File: config.mk
export PLATFORM = sky130hd
export DESIGN_NAME = observation_freshness_guard
export DESIGN_NICKNAME = d
export VERILOG_FILES = /design/src/rtl/ofg_pkg.sv /design/src/rtl/observation_freshness_guard.sv
export SDC_FILE = /design/constraint.sdc
export NUM_CORES = 1
export LEC_CHECK = 0
export BUFFER_PORTS_ARGS = -buffer_cell sky130_fd_sc_hd__buf_4
export CORE_MARGIN = 4
export CORE_UTILIZATION = 35
export DETAILED_ROUTE_END_ITERATION = 10
export PLACE_DENSITY = 0.63
export SETUP_SLACK_MARGIN = 0.02
export SLEW_MARGIN = 20
export SYNTH_ARGS = -nofsm -noshare
export SYNTH_HDL_FRONTEND = slang
export SYNTH_SLANG_ARGS = --single-unit
File: constraint.sdc
create_clock -name clock -period 11.61 [get_ports clock]
set_clock_uncertainty 0.05 [all_clocks]
set_input_delay 1.7415 -clock clock [delete_from_list [all_inputs] [get_ports clock]]
set_output_delay 1.7415 -clock clock [all_outputs]
set_load 0.02 [all_outputs]
File: src/rtl/ofg_pkg.sv
// Package for the observation freshness guard: operation codes, register
// indexes, reset values, the guard state and result word types, and the scale clamp.
// Depends on nothing.
package ofg_pkg;

   // Codes of the operation field. The fourth code changes nothing.
   typedef enum logic [1:0] {
      OP_OBSERVE    = 2'd0,
      OP_TICK       = 2'd1,
      OP_INVALIDATE = 2'd2
   } op_type;

   // Indexes of the configuration registers.
   typedef enum logic {
      CSR_MAX_AGE_US    = 1'b0,
      CSR_TIMEOUT_TICKS = 1'b1
   } csr_index_type;

   localparam logic [31:0] MAX_AGE_US_RESET    = 32'd200000;
   localparam logic [15:0] TIMEOUT_TICKS_RESET = 16'd50;
   localparam logic [1:0]  WARMUP_GOOD         = 2'd3;
   localparam logic [14:0] SCALE_ONE           = 15'd16384;

   typedef struct packed {
      logic        valid_flag;
      logic [1:0]  warmup_count;
      logic [31:0] last_seq;
      logic [31:0] last_front_time;
      logic [31:0] last_epoch;
      logic [31:0] last_accept_time;
      logic [14:0] scale_held;
      logic [15:0] age_count;
      logic        started_flag;
      logic        latched_flag;
      logic [31:0] timeout_total;
   } guard_state_type;

   typedef struct packed {
      logic        permitted;
      logic        valid_res;
      logic        started;
      logic        stop_latched;
      logic [1:0]  warmup_level;
      logic [15:0] age_level;
      logic [14:0] held_scale;
      logic [31:0] timeouts;
   } result_type;

   // Negative scales are held as zero, scales above 1.0 as 1.0.
   function automatic logic [14:0] clamp_scale(input logic signed [15:0] raw);
      logic [14:0] clamped;
      if (raw[15]) begin
         clamped = 15'd0;
      end else if (raw[14:0] > SCALE_ONE) begin
         clamped = SCALE_ONE;
      end else begin
         clamped = raw[14:0];
      end
      return clamped;
   endfunction

endpackage

File: src/rtl/observation_freshness_guard.sv
// Top level of the observation freshness guard: input register, single-pass
// status update, result register and configuration registers.
// Depends on ofg_pkg.

// The guard takes one event word per cycle while req_stall is low
// (observation, guard tick or invalidate) and answers each with exactly one
// status word. A word is held in the input register, the guard state and
// the status are worked out from it in one pass of logic, and the status is
// then held in the result register, which drives the status ports; a steady
// stream runs at one word per cycle while rsp_stall is low. The result register
// and the input register together let one more event be taken while a result
// is held up by rsp_stall. An observation is refused when the stop is latched,
// its epoch is not the current one, it is older than max_age_us or its
// sequence number repeats the last accepted one; a refusal clears the valid
// flag and the warm-up count. Three consecutive good observations make the
// held observation valid, and guard ticks without one latch a stop after
// timeout_ticks. The latch is only cleared by reset. The configuration
// registers must only be written while no event is in flight.
module observation_freshness_guard (
   input  logic               clock,
   input  logic               reset,
   // Event channel.
   input  logic               req_valid,
   output logic               req_stall,
   input  logic [1:0]         req_operation,
   input  logic [31:0]        req_now_us,
   input  logic [31:0]        req_current_epoch,
   input  logic [31:0]        req_obs_seq,
   input  logic [31:0]        req_obs_time_us,
   input  logic [31:0]        req_obs_epoch,
   input  logic signed [15:0] req_obs_scale,
   // Status channel.
   output logic               rsp_valid,
   input  logic               rsp_stall,
   output logic               rsp_permitted,
   output logic               rsp_valid_res,
   output logic               rsp_started,
   output logic               rsp_stop_latched,
   output logic [1:0]         rsp_warmup_level,
   output logic [15:0]        rsp_age_level,
   output logic [14:0]        rsp_held_scale,
   output logic [31:0]        rsp_timeouts,
   // Configuration write port.
   input  logic               csr_write_enable,
   input  logic               csr_index,
   input  logic [31:0]        csr_write_data
);

   // Configuration registers.
   logic [31:0] max_age_ff;
   logic [15:0] timeout_ticks_ff;

   // Input register.
   logic               in_valid_ff;
   logic               in_valid_in;
   logic [1:0]         in_op_ff;
   logic [31:0]        in_now_ff;
   logic [31:0]        in_cur_epoch_ff;
   logic [31:0]        in_seq_ff;
   logic [31:0]        in_front_ff;
   logic [31:0]        in_epoch_ff;
   logic signed [15:0] in_scale_ff;

   // Guard state and result register.
   ofg_pkg::guard_state_type state_ff;
   ofg_pkg::guard_state_type state_in;
   ofg_pkg::result_type      rsp_ff;
   ofg_pkg::result_type      rsp_in;
   logic                     rsp_valid_ff;
   logic                     rsp_valid_in;

   logic req_accept;
   logic advance;

   // Ages and checks on the word in the input register against the old state.
   logic [31:0] obs_age;
   logic [31:0] gap_age;
   logic [31:0] held_age;
   logic [31:0] perm_age;
   logic        obs_reject;
   logic        warmup_restart;
   logic [1:0]  warmup_base;
   logic [1:0]  warmup_next;
   logic [15:0] age_next;

   // ---------------------------------------------------------------------
   // Handshake. The input register moves on whenever the result register
   // is empty or its word is being taken in this cycle. The input side only
   // stalls when the input register is full and cannot move on, so a new
   // word is taken while a finished result still waits.
   // ---------------------------------------------------------------------
   assign advance      = in_valid_ff && (!rsp_valid_ff || !rsp_stall);
   assign req_stall    = in_valid_ff && !advance;
   assign req_accept   = req_valid && !req_stall;
   assign in_valid_in  = req_accept || (in_valid_ff && !advance);
   assign rsp_valid_in = advance || (rsp_valid_ff && rsp_stall);

   always_ff @(posedge clock) begin
      if (reset) begin
         in_valid_ff  <= 1'b0;
         rsp_valid_ff <= 1'b0;
      end else begin
         in_valid_ff  <= in_valid_in;
         rsp_valid_ff <= rsp_valid_in;
      end
   end

   always_ff @(posedge clock) begin
      if (req_accept) begin
         in_op_ff        <= req_operation;
         in_now_ff       <= req_now_us;
         in_cur_epoch_ff <= req_current_epoch;
         in_seq_ff       <= req_obs_seq;
         in_front_ff     <= req_obs_time_us;
         in_epoch_ff     <= req_obs_epoch;
         in_scale_ff     <= req_obs_scale;
      end
   end

   // ---------------------------------------------------------------------
   // Configuration registers.
   // ---------------------------------------------------------------------
   always_ff @(posedge clock) begin
      if (reset) begin
         max_age_ff       <= ofg_pkg::MAX_AGE_US_RESET;
         timeout_ticks_ff <= ofg_pkg::TIMEOUT_TICKS_RESET;
      end else if (csr_write_enable) begin
         unique case (ofg_pkg::csr_index_type'(csr_index))
            ofg_pkg::CSR_MAX_AGE_US: begin
               max_age_ff <= csr_write_data;
            end
            ofg_pkg::CSR_TIMEOUT_TICKS: begin
               timeout_ticks_ff <= csr_write_data[15:0];
            end
         endcase
      end
   end

   // ---------------------------------------------------------------------
   // Checks. All ages are differences modulo 2^32, so a wrapped clock
   // still gives the right age.
   // ---------------------------------------------------------------------
   assign obs_age  = in_now_ff - in_front_ff;
   assign gap_age  = in_now_ff - state_ff.last_accept_time;
   assign held_age = in_now_ff - state_ff.last_front_time;

   assign obs_reject = state_ff.latched_flag || (in_epoch_ff != in_cur_epoch_ff) ||
                       (obs_age > max_age_ff) || (in_seq_ff == state_ff.last_seq);

   // The warm-up count starts again on a gap in the sequence or a long pause
   // since the last accepted observation.
   assign warmup_restart = (in_seq_ff != (state_ff.last_seq + 32'd1)) ||
                           (gap_age > max_age_ff);
   assign warmup_base    = warmup_restart ? 2'd0 : state_ff.warmup_count;
   assign warmup_next    = (warmup_base < ofg_pkg::WARMUP_GOOD) ?
                           (warmup_base + 2'd1) : ofg_pkg::WARMUP_GOOD;

   // The tick count never passes the timeout, so the increment cannot wrap.
   assign age_next = (state_ff.age_count < timeout_ticks_ff) ?
                     (state_ff.age_count + 16'd1) : state_ff.age_count;

   // ---------------------------------------------------------------------
   // Next guard state.
   // ---------------------------------------------------------------------
   always_comb begin
      state_in = state_ff;
      unique case (ofg_pkg::op_type'(in_op_ff))
         ofg_pkg::OP_OBSERVE: begin
            if (obs_reject) begin
               state_in.valid_flag   = 1'b0;
               state_in.warmup_count = 2'd0;
            end else begin
               state_in.last_seq         = in_seq_ff;
               state_in.last_front_time  = in_front_ff;
               state_in.last_epoch       = in_epoch_ff;
               state_in.last_accept_time = in_now_ff;
               state_in.scale_held       = ofg_pkg::clamp_scale(in_scale_ff);
               state_in.warmup_count     = warmup_next;
               state_in.valid_flag       = (warmup_next == ofg_pkg::WARMUP_GOOD);
               if (warmup_next == ofg_pkg::WARMUP_GOOD) begin
                  state_in.age_count    = 16'd0;
                  state_in.started_flag = 1'b1;
               end
            end
         end
         ofg_pkg::OP_TICK: begin
            // The watchdog only runs once started and until it latches.
            if (state_ff.started_flag && !state_ff.latched_flag) begin
               state_in.age_count = age_next;
               if (age_next >= timeout_ticks_ff) begin
                  state_in.latched_flag  = 1'b1;
                  state_in.timeout_total = state_ff.timeout_total + 32'd1;
               end
            end
            // A held observation of another epoch or grown stale is dropped.
            if ((state_ff.last_epoch != in_cur_epoch_ff) || (held_age > max_age_ff)) begin
               state_in.valid_flag   = 1'b0;
               state_in.warmup_count = 2'd0;
            end
         end
         ofg_pkg::OP_INVALIDATE: begin
            state_in.valid_flag   = 1'b0;
            state_in.warmup_count = 2'd0;
         end
         default: begin
            // The unused code leaves the state as it is.
         end
      endcase
   end

   // ---------------------------------------------------------------------
   // Status word, reported on the state after the event.
   // ---------------------------------------------------------------------
   assign perm_age = in_now_ff - state_in.last_front_time;

   always_comb begin
      rsp_in.permitted    = state_in.started_flag && !state_in.latched_flag &&
                            state_in.valid_flag &&
                            (state_in.last_epoch == in_cur_epoch_ff) &&
                            (perm_age <= max_age_ff);
      rsp_in.valid_res    = state_in.valid_flag;
      rsp_in.started      = state_in.started_flag;
      rsp_in.stop_latched = state_in.latched_flag;
      rsp_in.warmup_level = state_in.warmup_count;
      rsp_in.age_level    = state_in.age_count;
      rsp_in.held_scale   = state_in.scale_held;
      rsp_in.timeouts     = state_in.timeout_total;
   end

   always_ff @(posedge clock) begin
      if (reset) begin
         state_ff <= '0;
      end else if (advance) begin
         state_ff <= state_in;
      end
   end

   always_ff @(posedge clock) begin
      if (advance) begin
         rsp_ff <= rsp_in;
      end
   end

   assign rsp_valid        = rsp_valid_ff;
   assign rsp_permitted    = rsp_ff.permitted;
   assign rsp_valid_res    = rsp_ff.valid_res;
   assign rsp_started      = rsp_ff.started;
   assign rsp_stop_latched = rsp_ff.stop_latched;
   assign rsp_warmup_level = rsp_ff.warmup_level;
   assign rsp_age_level    = rsp_ff.age_level;
   assign rsp_held_scale   = rsp_ff.held_scale;
   assign rsp_timeouts     = rsp_ff.timeouts;

   // ---------------------------------------------------------------------
   // Assertions.
   // ---------------------------------------------------------------------

   // Only reset releases a latched stop.
   a_latch_holds: assert property (@(posedge clock) disable iff (reset)
      state_ff.latched_flag |=> state_ff.latched_flag)
      else $error("stop latch released without reset");

   // The watchdog can only latch once a valid observation has been seen.
   a_latch_needs_start: assert property (@(posedge clock) disable iff (reset)
      state_ff.latched_flag |-> state_ff.started_flag)
      else $error("stop latched before start");

   // A valid observation always goes with a full warm-up count.
   a_valid_warm: assert property (@(posedge clock) disable iff (reset)
      state_ff.valid_flag |-> (state_ff.warmup_count == ofg_pkg::WARMUP_GOOD))
      else $error("valid flag set without full warm-up");

   // The timeout count moves only together with the latch being set.
   a_timeout_with_latch: assert property (@(posedge clock) disable iff (reset)
      !$stable(state_ff.timeout_total) |-> $rose(state_ff.latched_flag))
      else $error("timeout counted without a new latch");

   // A permitted status is never shown together with a stop or without validity.
   a_permit_consistent: assert property (@(posedge clock) disable iff (reset)
      (rsp_valid && rsp_permitted) |-> (rsp_valid_res && rsp_started && !rsp_stop_latched))
      else $error("permitted status contradicts the reported flags");

endmodule
* Word level (Yosys, flattened, before mapping)
Index checks and enable logic that the tools add are counted.
** Cells by class
- Eq/ne operators :: 8
- Add/sub/neg operators :: 8
- Magnitude comparators :: 8
- Reduce and logical (&&, ||, !) cells :: 27
- Bitwise operators :: 2
- Multiplexer cells :: 17
** Operator list (number)
- $mux 128 :: 1
- $sub 32x32->32 :: 4
- $mux 111 :: 1
- $mux 33 :: 3
- $gt 32x32->1 :: 3
- $ne 32x32->1 :: 3
- $add 32x1->32 const B :: 2
- $eq 32x32->1 :: 2
- $le 32x32->1 :: 1
- $mux 16 :: 2
- $pmux 16 s2 :: 1
- $mux 15 :: 2
- $mux 17 :: 1
- $add 16x1->16 const B :: 1
- $ge 16x16->1 :: 1
- $lt 16x16->1 :: 1
- $gt 15x15->1 const B :: 1
- $logic_and 1x1->1 :: 9
- $pmux 3 s3 :: 1
- $logic_or 1x1->1 :: 8
- $logic_not 1->1 :: 6
- $mux 3 :: 2
- $eq 2x2->1 const B :: 2
- $mux 2 :: 2
- 8 further kinds :: 10
** Word-level totals
- Logic and storage cells :: 100
- Output and inout bits :: 71
- Input port bits :: 216
- Register bits :: 493

* Longest topological paths before layout
Gate-level depths: netlist (run 1).
- Word-level depth :: 14
- Gate-level depth with buffers :: 48
- Gate-level depth less buffers :: 45

* Worst setup path before layout (run 1)
No wires, ideal clock.
- Kind :: input-to-reg
- Start point :: input port rsp_stall
- End point :: register in_cur_epoch_ff[0] (enable)
- Arrival time :: 9772 ps
- Path buffers :: 0
- Setup slack :: 1052 ps
- Stages on the path :: 2
- Data required time :: 10824 ps
- Library setup time :: 736 ps
- Cell sequence :: and3_1 > nor2b_1
** Between the ends
- Word-level cells in the longest chain between the ends :: 7
** Ends and longest elaborated chain
- from (decl) :: RTL line observation_freshness_guard.sv:34 : input logic rsp_stall,
- $logic_not 1->1 :: RTL line observation_freshness_guard.sv:92 : assign advance = in_valid_ff && (!rsp_valid_ff || !rsp_stall);
- $logic_or 1x1->1 :: RTL line observation_freshness_guard.sv:92
- $logic_and 1x1->1 :: RTL line observation_freshness_guard.sv:92
- $logic_not 1->1 :: RTL line observation_freshness_guard.sv:93 : assign req_stall = in_valid_ff && !advance;
- $logic_and 1x1->1 :: RTL line observation_freshness_guard.sv:93
- $logic_not 1->1 :: RTL line observation_freshness_guard.sv:94 : assign req_accept = req_valid && !req_stall;
- $logic_and 1x1->1 :: RTL line observation_freshness_guard.sv:94
- net req_accept :: RTL line observation_freshness_guard.sv:72 : logic req_accept;
- to (signal assigned) :: RTL line observation_freshness_guard.sv:112 : in_cur_epoch_ff <= req_current_epoch;
- to (decl) :: RTL line observation_freshness_guard.sv:58 : logic [31:0] in_cur_epoch_ff;
The timed path passes the listed nets, and every way through them passes these cells.
A chain may end at the register's enable or synchronous reset.

==> results of run 1 <==
==> metal layers <==
metal	global-route usage	vias to the layer above
met4	0.0615	0
met1	0.280	12200
met3	0.0334	142
li1	-	12800
met5	0	-
met2	0.314	752
==> cells by family after synthesis <==
family / Yosys count / share of synthesized area
and+or+nand+nor: 1224 / 0.189
DFF: 493 / 0.405
buffers and inverters: 334 / 0.0431
adders and majority gates: 290 / 0.120
AOI/OAI and AO/OA: 802 / 0.162
xor gates and xnor gates: 272 / 0.0784
muxes: 6 / 0.00201
==> critical path, delay by kind of cell (launching register included) <==
kind | cells | cell delay, ps
AOI/OAI and AO/OA | 22 | 4990
adders and majority gates | 6 | 1640
buffers and inverters | 2 | 210
DFF | 1 | 410
and+or+nand+nor | 14 | 3490
==> final timing paths <==
| path | end | slack [ps] | startpoint | cells past startpoint |
|---|---|---|---|---|
| worst max register to register | rsp_permitted | 640 | in_now_ff[0] | 44 |
| worst min register to register | state_ff[92] | 400 | state_ff[92] | 2 |
| worst min-delay path | state_ff[92] | 400 | state_ff[92] | 2 |
| worst max-delay path | rsp_permitted | 640 | in_now_ff[0] | 44 |
==> cell usage after synthesis (all sizes together), types with 97 or more instances <==
cell | instances | area (sq um)
inv | 203 | 762
clkbuf | 103 | 388
dfxtp | 246 | 4920
xnor2 | 148 | 1300
o21ai | 108 | 541
nand2 | 541 | 2030
a21oi | 386 | 1930
edfxtp | 247 | 7420
nor2 | 218 | 818
ha | 286 | 3580
nand3 | 97 | 485
xor2 | 124 | 1090
==> layout make-up <==
| cell class | count | area share |
|---|---|---|
| Clock inverter | 38 | 0.0112 |
| Timing Repair Buffer | 312 | 0.0661 |
| Inverter | 203 | 0.0213 |
| Tap cell | 1144 | 0.0400 |
| Antenna cell | 1 | 0.0000699 |
| Multi-Input combinational cell | 2595 | 0.473 |
| Sequential cell | 493 | 0.345 |
| Clock buffer | 72 | 0.0440 |
==> registers in the layout (all words and copies together) (netlist names), 2 cells and up <==
| name | cells |
|---|---|
| in_epoch_ff | 32 |
| rsp_timeouts | 32 |
| rsp_age_level | 16 |
| in_seq_ff | 32 |
| in_op_ff | 2 |
| in_cur_epoch_ff | 32 |
| max_age_ff | 32 |
| in_now_ff | 32 |
| in_front_ff | 32 |
| rsp_held_scale | 15 |
| state_ff | 196 |
| rsp_warmup_level | 2 |
| timeout_ticks_ff | 16 |
| in_scale_ff | 16 |
==> per-stage QoR <==
step	instances	utilization	setup TNS, ps
6_report	4858	0.417	0
5_1_grt	4857	0.417	-16.9
4_1_cts	4855	0.416	0
3_5_place_dp	4745	0.393	0
3_3_place_gp	4745	0.393	0
2_1_floorplan	3421	-	0
==> power by group through the flow <==
stage               logic [mW]  clock network (mW)  registers, mW
floorplan                0.437                   0           1.98
global placement         0.681                   0           1.98
detailed placement       0.686                   0           1.98
CTS                      0.690                1.93           1.94
global route             0.776                2.00           1.95
finish                   0.699                1.87           1.94
==> repair_timing <==
item                                    4_1_cts  5_1_grt
endpoints found under the setup margin        0        1
resized for setup                             0        8
hold buffers                                  0        0
==> flow_summary.ini, run 1 <==
[synthesis]
synth-edff-count = 247
synth.ff_latch_count = 493
synth_ff_type = edfxtp_1
synth_async_sr_flop_share = 0
ys_warn_count = 0
syn_area_sq_um = 30500
synth_nets = 3927
synth.distinct_cells = 89
yosysSeqAreaShare = 0.405
syn_inst = 3421
synth.avg_cell_area_sq_um = 8.91

[die]
ios = 287
die_y_microns = 303
placementRows = 107
core_sq_um = 85800
die_w_microns = 303
start_util = 0.355
die-area_sq_um = 91900

[route]
wl_per_cell_microns = 19.6
route.met3.wl_microns = 6090
first_pass_iters = 7
route.antenna.remaining_nets = 0
viasPerCell = 5.33
wirelength_met1_microns = 43800
wirelength_microns = 95100
drcViolationCount = 0
dr_total_vias = 25900
highest_layer = met4
dr.first_iter.drc_count = 2024
dr_wl_met2_microns = 42300

[critical_path]
critPathArrivalTime_ps = 11380
endpoint_kind = register
required_ps = 12010
cp_max_fo = 5
slowest_stage = or4b_2
critPathLaunchType = register
crit_type = reg2reg
cpPeakStageDelay_ps = 660

[placed_design]
portBuffers = 286
dp_slack_ps = 94.5
dpl_cell_area_sq_um = 33700
place.gp.congestion = 0.920
place_hpwl_microns = 72600

[cells_and_area]
most-common-layout-cells = nand2_1 (539), a21oi_1 (385), buf_4 (310)
syn_to_final_growth_pct = 17.5
final_common_cell = nand2_1
final_area_sq_um = 35800
seqCellArea_sq_um = 12300
nNetsFinal = 4169
multi_input_area_sq_um = 16900
layout-drive-gt1-share = 0.124
nFillCells = 8443

[power_and_ir_drop]
power.switching_mw = 1.24
p_clk_frac = 0.415
power.internal_mw = 3.27
sequentialPowerShare = 0.430
ir_worst_vdd_mv = 0.127
p_total_mw = 4.51
swShare = 0.275
power_frac_comb = 0.155
power_density_nw_per_um2 = 126
total_leakage_power_nw = 13.6

[grt]
grt_max_degree = 91
grt_usage = 0.199
grt_first_pass_wirelength_microns = 142000
grt_pass1_vias = 24200
overflow = 0
antenna_found_initial = 2

[flow_run]
drv_cap = 0

[sta]
slew_violations = 0
finalCritPeriodShare = 0.945
relSlewSlack = 0.311
fmax_mhz = 91.1
tightest_slew_ps = 1030
holdWs_ps = 399
fin_ws_ps = 636
finalSetupViolCount = 0
finalHoldViolCount = 0
period_needed_ps = 10970

[cts]
post_cts_buffers = 0
clkSlewWorstSetupHoldPaths_ps = 60
cts_tree = yes
insertion_delay_ps = 630
cts_max_path_buffers = 3
htree_levels = 2
clock_sinks = 493
root_buffer = clkbuf_16
numCtsBuffers = 58

[run_status]
status = completed

[hold_path]
min_path_type = reg2reg
(Power assumes the default switching activity.)
==> run 2: changes to the inputs <==
--- a/config.mk
+++ b/config.mk
@@ -8,8 +8,10 @@
 export BUFFER_PORTS_ARGS = -buffer_cell sky130_fd_sc_hd__buf_4
 export CORE_MARGIN = 4
 export CORE_UTILIZATION = 35
+export CTS_CLUSTER_SIZE = 25
 export DETAILED_ROUTE_END_ITERATION = 10
-export PLACE_DENSITY = 0.63
+export MAX_ROUTING_LAYER = met4
+export PLACE_DENSITY = 0.49
 export SETUP_SLACK_MARGIN = 0.02
 export SLEW_MARGIN = 20
 export SYNTH_ARGS = -nofsm -noshare
==> run 2 against run 1 <==
  * Design area grew 0.30%
  * Combinational power rose by 1%
  * Hold slack gained 1.9 ps
  * Global-route usage grew 1.8 points
  * Clock-buffer cell count up 10
  * Final cell count grew 0.10%
  * Register-to-register slack improved by 60 ps
  * Non-clock buffer count increased by 5
  * Critical path depth is 1 higher
  * Worst setup slack improved by 59 ps
  * Via count shrank 1.3%
  * Critical endpoint unchanged
  * Highest routed layer unchanged
==> flow_summary.ini, run 2 (synthesis results as in run 1) <==
[run_status]
status = completed

[sta]
finalSetupViolCount = 0
finalCritPeriodShare = 0.940
tightest_slew_ps = 1070
rsz0062_at_grt = false
fin_ws_ps = 695
relSlewSlack = 0.285
tns_ps = 0
finalHoldViolCount = 0
slew_violations = 0
fmax_mhz = 91.6
period_needed_ps = 10910

[die]
die_w_microns = 303
die-area_sq_um = 91900
core_sq_um = 85800
die_y_microns = 303
placementRows = 107
start_util = 0.355
ios = 287

[cells_and_area]
most-common-layout-cells = nand2_1 (539), a21oi_1 (385), buf_4 (314)
syn_to_final_growth_pct = 17.9
seqCellArea_sq_um = 12300
layout-drive-gt1-share = 0.124
top_register = state_ff
largest_reg_flops = 196
final_common_cell = nand2_1
fin_cells = 4863
nFillCells = 8564
multi_input_area_sq_um = 16900
nNetsFinal = 4174
final_area_sq_um = 35900

[critical_path]
critPathLaunchType = register
critPathTopFamily = compound AO/OA/AOI/OAI gates
slowest_stage = or4b_2
cp_max_fo = 5
required_ps = 12020
endpoint_kind = register
cpPeakStageDelay_ps = 650
critPathArrivalTime_ps = 11330
crit_type = reg2reg
cp_num_buf_inv = 3

[route]
dr.first_iter.drc_count = 1565
dr_wl_met2_microns = 44800
drcViolationCount = 0
wl_per_cell_microns = 20.5
wirelength_met1_microns = 48200
viasPerCell = 5.25
wirelength_microns = 99800
route.antenna.remaining_nets = 0
dr_total_vias = 25500
first_pass_iters = 5
route.met3.wl_microns = 5130
highest_layer = met4

[cts]
cts_tree = yes
root_buffer = clkbuf_16
cts_max_path_buffers = 3
insertion_delay_ps = 630
clock_sinks = 493
numCtsBuffers = 58
htree_levels = 2
hold_buffers = 0
clkSlewWorstSetupHoldPaths_ps = 60

[grt]
antenna_found_initial = 2
grt_max_degree = 78
grt_first_pass_wirelength_microns = 150000
overflow = 0
grt_pass1_vias = 24500
grt_usage = 0.217

[placed_design]
dp_slack_ps = 247
place_hpwl_microns = 76300
place.gp.congestion = 0.907
portBuffers = 286
dpl_cell_area_sq_um = 33800
placed_cells = 4749

[power_and_ir_drop]
total_leakage_power_nw = 13.7
ir_worst_vdd_mv = 0.112
power_density_nw_per_um2 = 128

[hold_path]
min_path_type = reg2reg

[flow_run]
drv_cap = 0
run 2: cell count changes in the layout (fill, tap and decap cells not counted), moves of 3 or more:
cell,delta
buf_4,+4
clkbuf_1,+3
clkbuf_16,+3
clkbuf_8,+4
clkinv_2,+3
clkinv_4,-3
inv_6,-4
run 2: layout make-up:
type / count / area share
Timing Repair Buffer: 317 / 0.0671
Inverter: 203 / 0.0212
Sequential cell: 493 / 0.344
Clock buffer: 82 / 0.0478
Multi-Input combinational cell: 2595 / 0.471
Clock inverter: 28 / 0.00919
Tap cell: 1144 / 0.0398
Antenna cell: 1 / 0.0000696
run 2: final timing paths:
| kind | start | to | slack [ps] | cells past startpoint |
|---|---|---|---|---|
| worst max-delay path | in_now_ff[0] | rsp_permitted | 700 | 45 |
| worst min-delay path | state_ff[87] | state_ff[87] | 400 | 2 |
| worst max register to register | in_now_ff[0] | rsp_permitted | 700 | 45 |
| worst min register to register | state_ff[87] | state_ff[87] | 400 | 2 |
run 2: metal layers:
layer | vias up | global-route usage
met5 | - | -
met4 | 0 | 0.0417
met2 | 591 | 0.338
li1 | 12800 | -
met3 | 99 | 0.0261
met1 | 12100 | 0.307
run 2: repair_timing:
action	4_1_cts	5_1_grt
resized for setup	0	6
setup buffers	0	2
endpoints found under the setup margin	0	1
run 2: tightest hold or removal path, stage by stage (launching register included):
cell	delay, ps
dfxtp_1	310
nand2_1	50
a21oi_1	50
run 2: per-stage QoR:
step                      hold slack (ps)   util  power, mW
final                                 401  0.419       4.59
after global routing                  416  0.419       4.80
after CTS                             402  0.418       4.65
after detailed placement              393  0.394       2.68
after global placement                389  0.394       2.68
after floorplan                       382      -       2.42
run 2: power by group:
part	internal, mW	switching [mW]	leakage [nW]
Clock	1.15	0.787	0.989
Sequential	1.89	0.0545	4.35
Combinational	0.295	0.412	8.33
==> run 3: changes to the inputs <==
--- a/config.mk
+++ b/config.mk
@@ -6,7 +6,7 @@
 export NUM_CORES = 1
 export LEC_CHECK = 0
 export BUFFER_PORTS_ARGS = -buffer_cell sky130_fd_sc_hd__buf_4
-export CORE_MARGIN = 4
+export CORE_MARGIN = 5
 export CORE_UTILIZATION = 35
 export CTS_CLUSTER_SIZE = 25
 export DETAILED_ROUTE_END_ITERATION = 10
==> run 3 against run 2 <==
  * Combinational power about the same
  * First-iteration DRC count increased by 8.8%
  * Register-to-register slack got worse by 120 ps
  * Critical path type unchanged
  * Wire length about the same
  * Power increased by 0.10%
  * Via count decreased by 0.32%
  * Global-route usage decreased by 0.50 points
  * Largest power group unchanged
==> flow_summary.ini, run 3 (synthesis results as in run 1) <==
[grt]
antenna_found_initial = 5
grt_usage = 0.212
grt_pass1_vias = 24400
grt_max_degree = 74
overflow = 0
grt_first_pass_wirelength_microns = 151000

[critical_path]
cpPeakStageDelay_ps = 650
endpoint_kind = register
required_ps = 12010
critPathLaunchType = register
cp_common_cell = a21oi_1
slowest_stage = or4b_2
critPathArrivalTime_ps = 11430
cp_max_fo = 6
critPathTopFamily = compound AO/OA/AOI/OAI gates
crit_type = reg2reg
cp_num_buf_inv = 2

[power_and_ir_drop]
power_density_nw_per_um2 = 128
ir_worst_vdd_mv = 0.114
total_leakage_power_nw = 13.7

[cells_and_area]
syn_to_final_growth_pct = 18.0
nNetsFinal = 4173
nFillCells = 8632
largest_reg_flops = 196
most-common-layout-cells = nand2_1 (539), a21oi_1 (385), buf_4 (310)
final_common_cell = nand2_1
layout-drive-gt1-share = 0.127
top_register = state_ff

[sta]
finalSetupViolCount = 0
finalCritPeriodShare = 0.950
finalHoldViolCount = 0
rsz0062_at_grt = false
tns_ps = 0
holdWs_ps = 399
relSlewSlack = 0.239
tightest_slew_ps = 1140
fmax_mhz = 90.6
period_needed_ps = 11030
slew_violations = 0

[route]
first_pass_iters = 5
route.antenna.remaining_nets = 0
dr_total_vias = 25500
wirelength_microns = 99900
dr.first_iter.drc_count = 1703
wl_per_cell_microns = 20.5
viasPerCell = 5.22
drcViolationCount = 0

[cts]
cts_max_path_buffers = 3
insertion_delay_ps = 640
numCtsBuffers = 60
clock_sinks = 493
clkSlewWorstSetupHoldPaths_ps = 70
cts_tree = yes
hold_buffers = 0
htree_levels = 2
root_buffer = clkbuf_16

[placed_design]
place.gp.congestion = 0.905
place_hpwl_microns = 76200
portBuffers = 286

[die]
die-area_sq_um = 93100
die_y_microns = 305
placementRows = 108
die_w_microns = 305
start_util = 0.352
ios = 287
core_sq_um = 86600

[run_status]
status = completed

[flow_run]
drv_cap = 0

[hold_path]
min_path_type = reg2reg
==> run 3: final timing paths <==
| path | slack, ps | startpoint | to | depth (start not counted) |
|---|---|---|---|---|
| setup / recovery | 580 | in_now_ff[0] | rsp_permitted | 43 |
| hold / removal | 400 | state_ff[91] | state_ff[91] | 2 |
| setup reg to reg | 580 | in_now_ff[0] | rsp_permitted | 43 |
| hold reg to reg | 400 | state_ff[91] | state_ff[91] | 2 |
==> run 3: repair_timing <==
item                       in CTS  in global routing
hold endpoints to repair        0                  0
setup buffers                   0                  1
gates cloned                    1                  1
pin swaps                       1                  2
setup endpoints to repair       1                  1
gates resized for setup         1                  9
==> run 3: routing by layer <==
layer	track usage	vias up	wire length (microns)
met5	-	-	0
met2	0.324	646	44000
met1	0.296	11900	47800
li1	-	12800	-
met3	0.0358	123	5560
met4	0.0525	0	2610
==> run 3: where the power goes <==
part           internal (mW)  switching, mW  leakage [nW]  total (mW)
Combinational          0.295          0.416          8.32       0.711
Sequential              1.89         0.0518          4.35        1.94
Clock                   1.13          0.806          1.01        1.94
Total                   3.32           1.27          13.7        4.59
==> run 3: area by class of cell <==
cell class                 count  area [sq um]  share of cell area
inverter                     203           763              0.0212
sequential                   493         12300               0.343
tap                         1155          1450              0.0402
clock buffer                  78          1670              0.0464
timing repair buffer         313          2380              0.0662
antenna                        5          12.5            0.000348
clock inverter                36           390              0.0109
multi-input combinational   2596         17000               0.472
==> run 3: through the flow <==
stage	util	total power, mW	instance area (sq um)	worst slack [ps]	std cells
floorplan	-	2.42	30500	1050	3421
global placement	0.390	2.68	33800	-5.63	4757
detailed placement	0.390	2.68	33800	-198	4757
CTS	0.414	4.65	35900	103	4872
global route	0.415	4.82	36000	26.8	4879
finish	0.415	4.59	36000	577	4879
==> run 3: worst reg2reg max path, delay by kind of cell, from the launching register on <==
| kind | cells | cell delay (ps) |
|---|---|---|
| and+or+nand+nor | 13 | 3500 |
| adders and majority gates | 5 | 1510 |
| DFF | 1 | 390 |
| buffers and inverters | 2 | 210 |
| AOI/OAI and AO/OA | 23 | 5190 |
